### config.mk
export PLATFORM = sky130hd
export DESIGN_NAME = twmb_front
export DESIGN_NICKNAME = d
export VERILOG_FILES = /design/src/twmb_pkg.sv /design/src/twmb_front.sv
export SDC_FILE = /design/constraint.sdc
export NUM_CORES = 1
export LEC_CHECK = 0
export ABC_AREA = 1
export BUFFER_PORTS_ARGS = -buffer_cell sky130_fd_sc_hd__buf_2
export CORE_UTILIZATION = 56
export CTS_BUF_LIST = sky130_fd_sc_hd__clkbuf_16
export DETAILED_ROUTE_END_ITERATION = 10
export PLACE_DENSITY = 0.81
export SYNTH_ARGS = -nofsm -noshare
export SYNTH_HDL_FRONTEND = slang
export SYNTH_SLANG_ARGS = --single-unit
### constraint.sdc
create_clock -name clk_i -period 8.73 [get_ports clk_i]
set_clock_uncertainty 0.2 [all_clocks]
set_input_delay 1.746 -clock clk_i [delete_from_list [all_inputs] [get_ports clk_i]]
set_output_delay 1.746 -clock clk_i [all_outputs]
set_load 0.1 [all_outputs]
### src/twmb_pkg.sv
package twmb_pkg;

  // Field widths
  localparam int unsigned TIME_W     = 48;
  localparam int unsigned TAG_W      = 32;
  localparam int unsigned WIN_W      = 32;
  localparam int unsigned CAP_W      = 8;
  localparam int unsigned CFG_IDX_W  = 8;
  localparam int unsigned CFG_DATA_W = 32;

  // Register indexes
  localparam logic [CFG_IDX_W-1:0] REG_TIME_WINDOW = 8'd0;
  localparam logic [CFG_IDX_W-1:0] REG_CAPACITY    = 8'd1;

  // Register reset values
  localparam logic [WIN_W-1:0] WINDOW_RST = 32'd5000000;
  localparam logic [CAP_W-1:0] CAP_RST    = 8'd100;

  // Command codes
  typedef enum logic {
    OP_PUSH   = 1'b0,
    OP_LOOKUP = 1'b1
  } op_e;

  // One queued command, front to back
  typedef struct packed {
    op_e               op;
    logic [TIME_W-1:0] time_us;
    logic [TAG_W-1:0]  tag;
  } cmd_t;

  // One result, back to ports
  typedef struct packed {
    logic              valid;
    logic [TIME_W-1:0] time_us;
    logic [TAG_W-1:0]  tag;
  } res_t;

endpackage

### src/twmb_front.sv
module twmb_front (
  input  logic                             clk_i,
  input  logic                             rst_ni,
  input  logic                             start,
  output logic                             busy,
  input  logic                             operation_i,
  input  logic [twmb_pkg::TIME_W-1:0]      time_us_i,
  input  logic [twmb_pkg::TAG_W-1:0]       payload_tag_i,
  input  logic                             payload_empty_i,
  output logic                             cmd_valid_o,
  output twmb_pkg::cmd_t                   cmd_o,
  input  logic                             cmd_pop_i
);

  twmb_pkg::cmd_t slot_q [2];
  logic           wr_ptr_q, wr_ptr_d;
  logic           rd_ptr_q, rd_ptr_d;
  logic [1:0]     fill_q, fill_d;
  logic           accept;
  logic           keep;
  twmb_pkg::cmd_t cmd_new;

  // Accept a beat; drop pushes without data here
  assign accept = start && !busy;
  assign keep   = accept && !((twmb_pkg::op_e'(operation_i) == twmb_pkg::OP_PUSH)
                              && payload_empty_i);

  always_comb begin
    cmd_new.op      = twmb_pkg::op_e'(operation_i);
    cmd_new.time_us = time_us_i;
    cmd_new.tag     = payload_tag_i;
  end

  // Queue pointers and fill level
  always_comb begin
    wr_ptr_d = keep ? !wr_ptr_q : wr_ptr_q;
    rd_ptr_d = cmd_pop_i ? !rd_ptr_q : rd_ptr_q;
    fill_d   = fill_q + {1'b0, keep} - {1'b0, cmd_pop_i};
  end

  always_ff @(posedge clk_i or negedge rst_ni) begin
    if (!rst_ni) begin
      wr_ptr_q <= 1'b0;
      rd_ptr_q <= 1'b0;
      fill_q   <= 2'd0;
    end else begin
      wr_ptr_q <= wr_ptr_d;
      rd_ptr_q <= rd_ptr_d;
      fill_q   <= fill_d;
    end
  end

  // Store the command
  always_ff @(posedge clk_i) begin
    if (keep) begin
      slot_q[wr_ptr_q] <= cmd_new;
    end
  end

  assign busy        = (fill_q == 2'd2);
  assign cmd_valid_o = (fill_q != 2'd0);
  assign cmd_o       = slot_q[rd_ptr_q];

endmodule

## After elaboration in Yosys (flattened, before gate mapping)

Memory sizes are Yosys's and may differ from the RTL's.
Index checks and enable logic that the tools add are counted.

| cells by class | value |
|---|---|
| $add $sub $neg | 2 |
| equal/unequal tests | 1 |
| multiplexer cells | 2 |
| bitwise logic cells | 1 |
| reduce and logical (&&, ||, !) cells | 8 |

Operators with widths:

| operator | number |
|---|---|
| $logic_not A1 Y1 | 4 |
| $logic_and A1 B1 Y1 | 3 |
| $add A2 B1 Y2 | 1 |
| $eq A2 B2 Y1 const B | 1 |
| $mux W1 | 2 |
| $reduce_bool A2 Y1 | 1 |
| $sub A2 B1 Y2 | 1 |
| $not A1 Y1 | 1 |

| storage, ports and cells | value |
|---|---|
| register bits after elaboration | 4 |
| RAM bits | 162 |
| output and inout bits | 83 |
| logic and storage cells | 18 |
| memories | 1 |

Memory list:

| memory | depth | width | rd ports | clocked after memory_dff | write ports | line | source |
|---|---|---|---|---|---|---|---|
| slot_q | 2 | 81 | 1 | 0 | 1 | twmb_front.sv:15 | `twmb_pkg::cmd_t slot_q [2];` |

## Logic depth before layout (Yosys ltp)

| logic depth | value |
|---|---|
| word-level depth | 6 |
| depth in mapped cells | 6 |
| gate-level depth less buffers | 6 |

## Worst setup path after synthesis

Ideal clock, no wire load.

| timing path | value |
|---|---|
| path type | input port to flip-flop |
| from | input operation_i |
| to | memory slot_q[0][0] in the netlist's numbering (enable) |
| setup time | 0.521 ns |
| arrival time | 5.406 ns |
| data required time | 8.009 ns |
| path slack | 2.603 ns |
| cell stages on the path | 4 |
| buffers on the path | 0 |
| cells stage by stage | inv_1 > nand2_1 > nand3_1 > nor2_1 |

| on the way | value |
|---|---|
| longest elaborated chain between the ends | 6 |

RTL lines:

| element | line | source |
|---|---|---|
| start: declaration | twmb_front.sv:6 | `input logic operation_i,` |
| $not A1 Y1 | twmb_front.sv:25 | `assign keep = accept && !((twmb_pkg::op_e'(operation_i) == twmb_pkg::OP_PUSH)` |
| $logic_and A1 B1 Y1 | twmb_front.sv:26 | `&& payload_empty_i);` |
| $logic_not A1 Y1 | twmb_front.sv:25 |  |
| $logic_and A1 B1 Y1 | twmb_front.sv:25 |  |
| $mux W1 | twmb_front.sv:55 | `if (keep) begin` |
| $mux W1 (not written as such) | twmb_front.sv:56 | `slot_q[wr_ptr_q] <= cmd_new;` |
| end: declaration | twmb_front.sv:15 |  |

Every way passes these cells.

==> impl_metrics.py <==
metrics = {
    "outcome": {
        "status": "finished, final reports clean",
    },
    "cells_and_area": {
        "layout.cells.non_filler": 615,
        "final_layout_size_suffix_gt1_share_pct": 59.70,
        "syn_to_final_growth_pct": 22.10,
        "nNetsFinal": 548,
    },
    "clock_tree": {
        "tritoncts": "built",
        "ctsLongestPathBuffers": 2,
        "clk_latency_ns": 0.40,
        "cts_max_level": 4,
        "cts_buffers": 17,
        "clk_pin_slew_ns": 0.06,
        "cts_setup_buffers": 0,
        "postCtsResizedCells": 0,
        "hold_buffers": 0,
        "clock_sinks": 166,
        "root_buffer": "clkbuf_16",
    },
    "worst_setup_path": {
        "end_kind": "output port",
        "critPathMaxFanout": 54,
        "r2r_start": "fill_q[1]",
        "arrival_ns": 2.82,
        "r2r_end": "slot_q[1][54]",
        "crit_required_ns": 6.78,
        "startpoint_type": "register",
        "criticalPathCategory": "register to output port",
        "rrSetupSlack_ns": 5.93,
        "reg2reg_depth": 4,
    },
    "logic_synthesis": {
        "synth_fp_nets": 367,
        "muxShareOfSynthArea_pct": 18.68,
        "synthSimpleGateAreaFrac_pct": 0.8121,
        "synth-adder-area-share_pct": 0.1933,
        "synth_warnings": 0,
        "avgSynthCellArea_sq_um": 23.11,
        "synth_area_sq_mm": 0.006471,
        "netlist_instances": 280,
        "synth_xor_area_share_pct": 0.5414,
        "synth_top_family_by_area": "multiplexers",
        "ys_ff_latch": 166,
        "ys_seq_area_share_pct": 76.72,
        "synth_compound_gate_area_share_pct": 0,
        "synthDistinctLibCells": 15,
    },
    "global_route": {
        "antenna_found_initial": 1,
        "top_usage_layer": "met2",
        "grt_util_met3_pct": 5.335,
        "grt_pass1_wl_um": 15220,
        "grt_pass1_vias": 3102,
        "overflow": 0,
        "grt_util_all_layers_pct": 17.90,
        "grt_max_degree": 61,
        "met1_usage_pct": 20.91,
        "use_met2_pct": 30.32,
    },
    "timing": {
        "fmax_ghz": 0.2097,
        "finalHoldViolCount": 0,
        "worst_slew_pin_slew_ns": 1.000,
        "fin_crit_sh_pct": 54.63,
        "setup_slack_ns": 3.960,
        "setup_violations": 0,
        "rsz0062_at_grt": "no",
        "relSlewSlack_pct": 33.30,
        "slew_violations": 0,
        "tns_ns": 0,
        "finalCriticalPeriod_ns": 4.770,
    },
    "floorplan": {
        "die_h_um": 109.5,
        "core_region_area_sq_mm": 0.01103,
        "die-width_um": 109.5,
        "initial_core_util_pct": 58.67,
        "floorplan.die_area_sq_mm": 0.01199,
        "ioPinCount": 169,
        "rows": 38,
    },
    "placement": {
        "placedCellCount": 582,
        "io_buffers": 168,
        "dp_worst_setup_slack_ns": 4.366,
        "hpwl_um": 6933,
        "routabilityCongestion": 0.7168,
    },
    "min_path": {
        "hold_depth": 3,
        "min_to": "fill_q[1]",
        "min-delay-start": "fill_q[1]",
        "hold_class": "register to register",
    },
    "routing": {
        "ant_nets": 0,
        "dr.first_iter.drc_count": 140,
        "postRouteWirelength_um": 10460,
        "dr.pass1.iters": 4,
        "post_drt_wl_per_cell_um": 17.01,
        "drcViolationCount": 0,
        "via_per_inst": 5.076,
        "route.vias.total": 3122,
    },
    "run": {
        "cap_violations": 0,
    },
}
==> routing by layer <==
layer  wire length, um  vias to the layer above
li1                  -                     1462
met1              4093                     1512
met2              5383                      133
met3               753                       15
met4               230                        0
met5                 0                        -
==> layout make-up <==
class | count | area [sq um]
flip-flops and latches | 166 | 4969
fillers | 705 | 3129
multi-input cells | 98 | 1324
repair buffers | 171 | 863.3
clock buffers | 17 | 425.4
well taps | 140 | 175.2
clock inverters | 15 | 116.4
inverters | 7 | 26.28
diodes | 1 | 2.502
==> worst max-delay path by stage <==
stage,startpoint,depth (start not counted),end
3_5_place_dp,rd_ptr_q,3,cmd_o[69]
4_1_cts,rd_ptr_q,3,cmd_o[21]
6_report,rd_ptr_q,3,cmd_o[71]
3_3_place_gp,rd_ptr_q,3,cmd_o[21]
2_1_floorplan,operation_i,4,slot_q[0][0]
5_1_grt,rd_ptr_q,3,cmd_o[21]
==> cells in the final DEF, fill, tap and decap left out, drive strengths merged <==
cell type    n
bufinv       1
clkinv      10
dfrtp        4
clkbuf      17
xor2         3
clkinvlp     3
buf        171
nand2        5
edfxtp     162
nand3        2
nor2         3
nand4        1
or2          1
diode        1
xnor2        1
inv          8
ha           1
mux2        81
==> per-stage QoR <==
| stage | instance area, sq um | utilization [%] | hold slack [ns] |
|---|---|---|---|
| after floorplan | 6471 | - | 0.3325 |
| after global placement | 7357 | 66.70 | 0.3990 |
| after detailed placement | 7357 | 66.70 | 0.4218 |
| after CTS | 7899 | 71.61 | 0.4368 |
| after global routing | 7901 | 71.63 | 0.5134 |
| final | 7901 | 71.63 | 0.4300 |
==> synth_stat cells, drive strengths merged <==
cell / instances / share of area (%)
buf: 9 / 2.6
nand2: 5 / 0.29
edfxtp: 162 / 75
xor2: 3 / 0.41
or2: 1 / 0.097
xnor2: 1 / 0.14
ha: 1 / 0.19
dfrtp: 4 / 1.5
inv: 7 / 0.41
nand3: 2 / 0.15
nor2: 3 / 0.17
nand4: 1 / 0.097
mux2: 81 / 19
==> sequential cells by signal, summed over array words and instances (netlist names) <==
register	cells
fill_q	2
wr_ptr_q	1
rd_ptr_q	1
slot_q	162
==> logic make-up (layout without fill, tap and decap cells) <==
family,after synthesis,count (layout)
flops,166,166
mux,81,81
other cells,0,1
simple gates,12,12
xor+xnor,4,4
fa+ha+maj,1,1
buf+inv,16,210
==> worst max-delay path, cell delays in order, from the launching register on <==
cell and delay, ns:
dfrtp_4 0.77, buf_4 0.84, mux2_4 0.31, buf_2 0.42
Power is left out: the tool's default activity adds up to more than one toggle a clock period on the data nets, which glitch-free logic cannot reach.
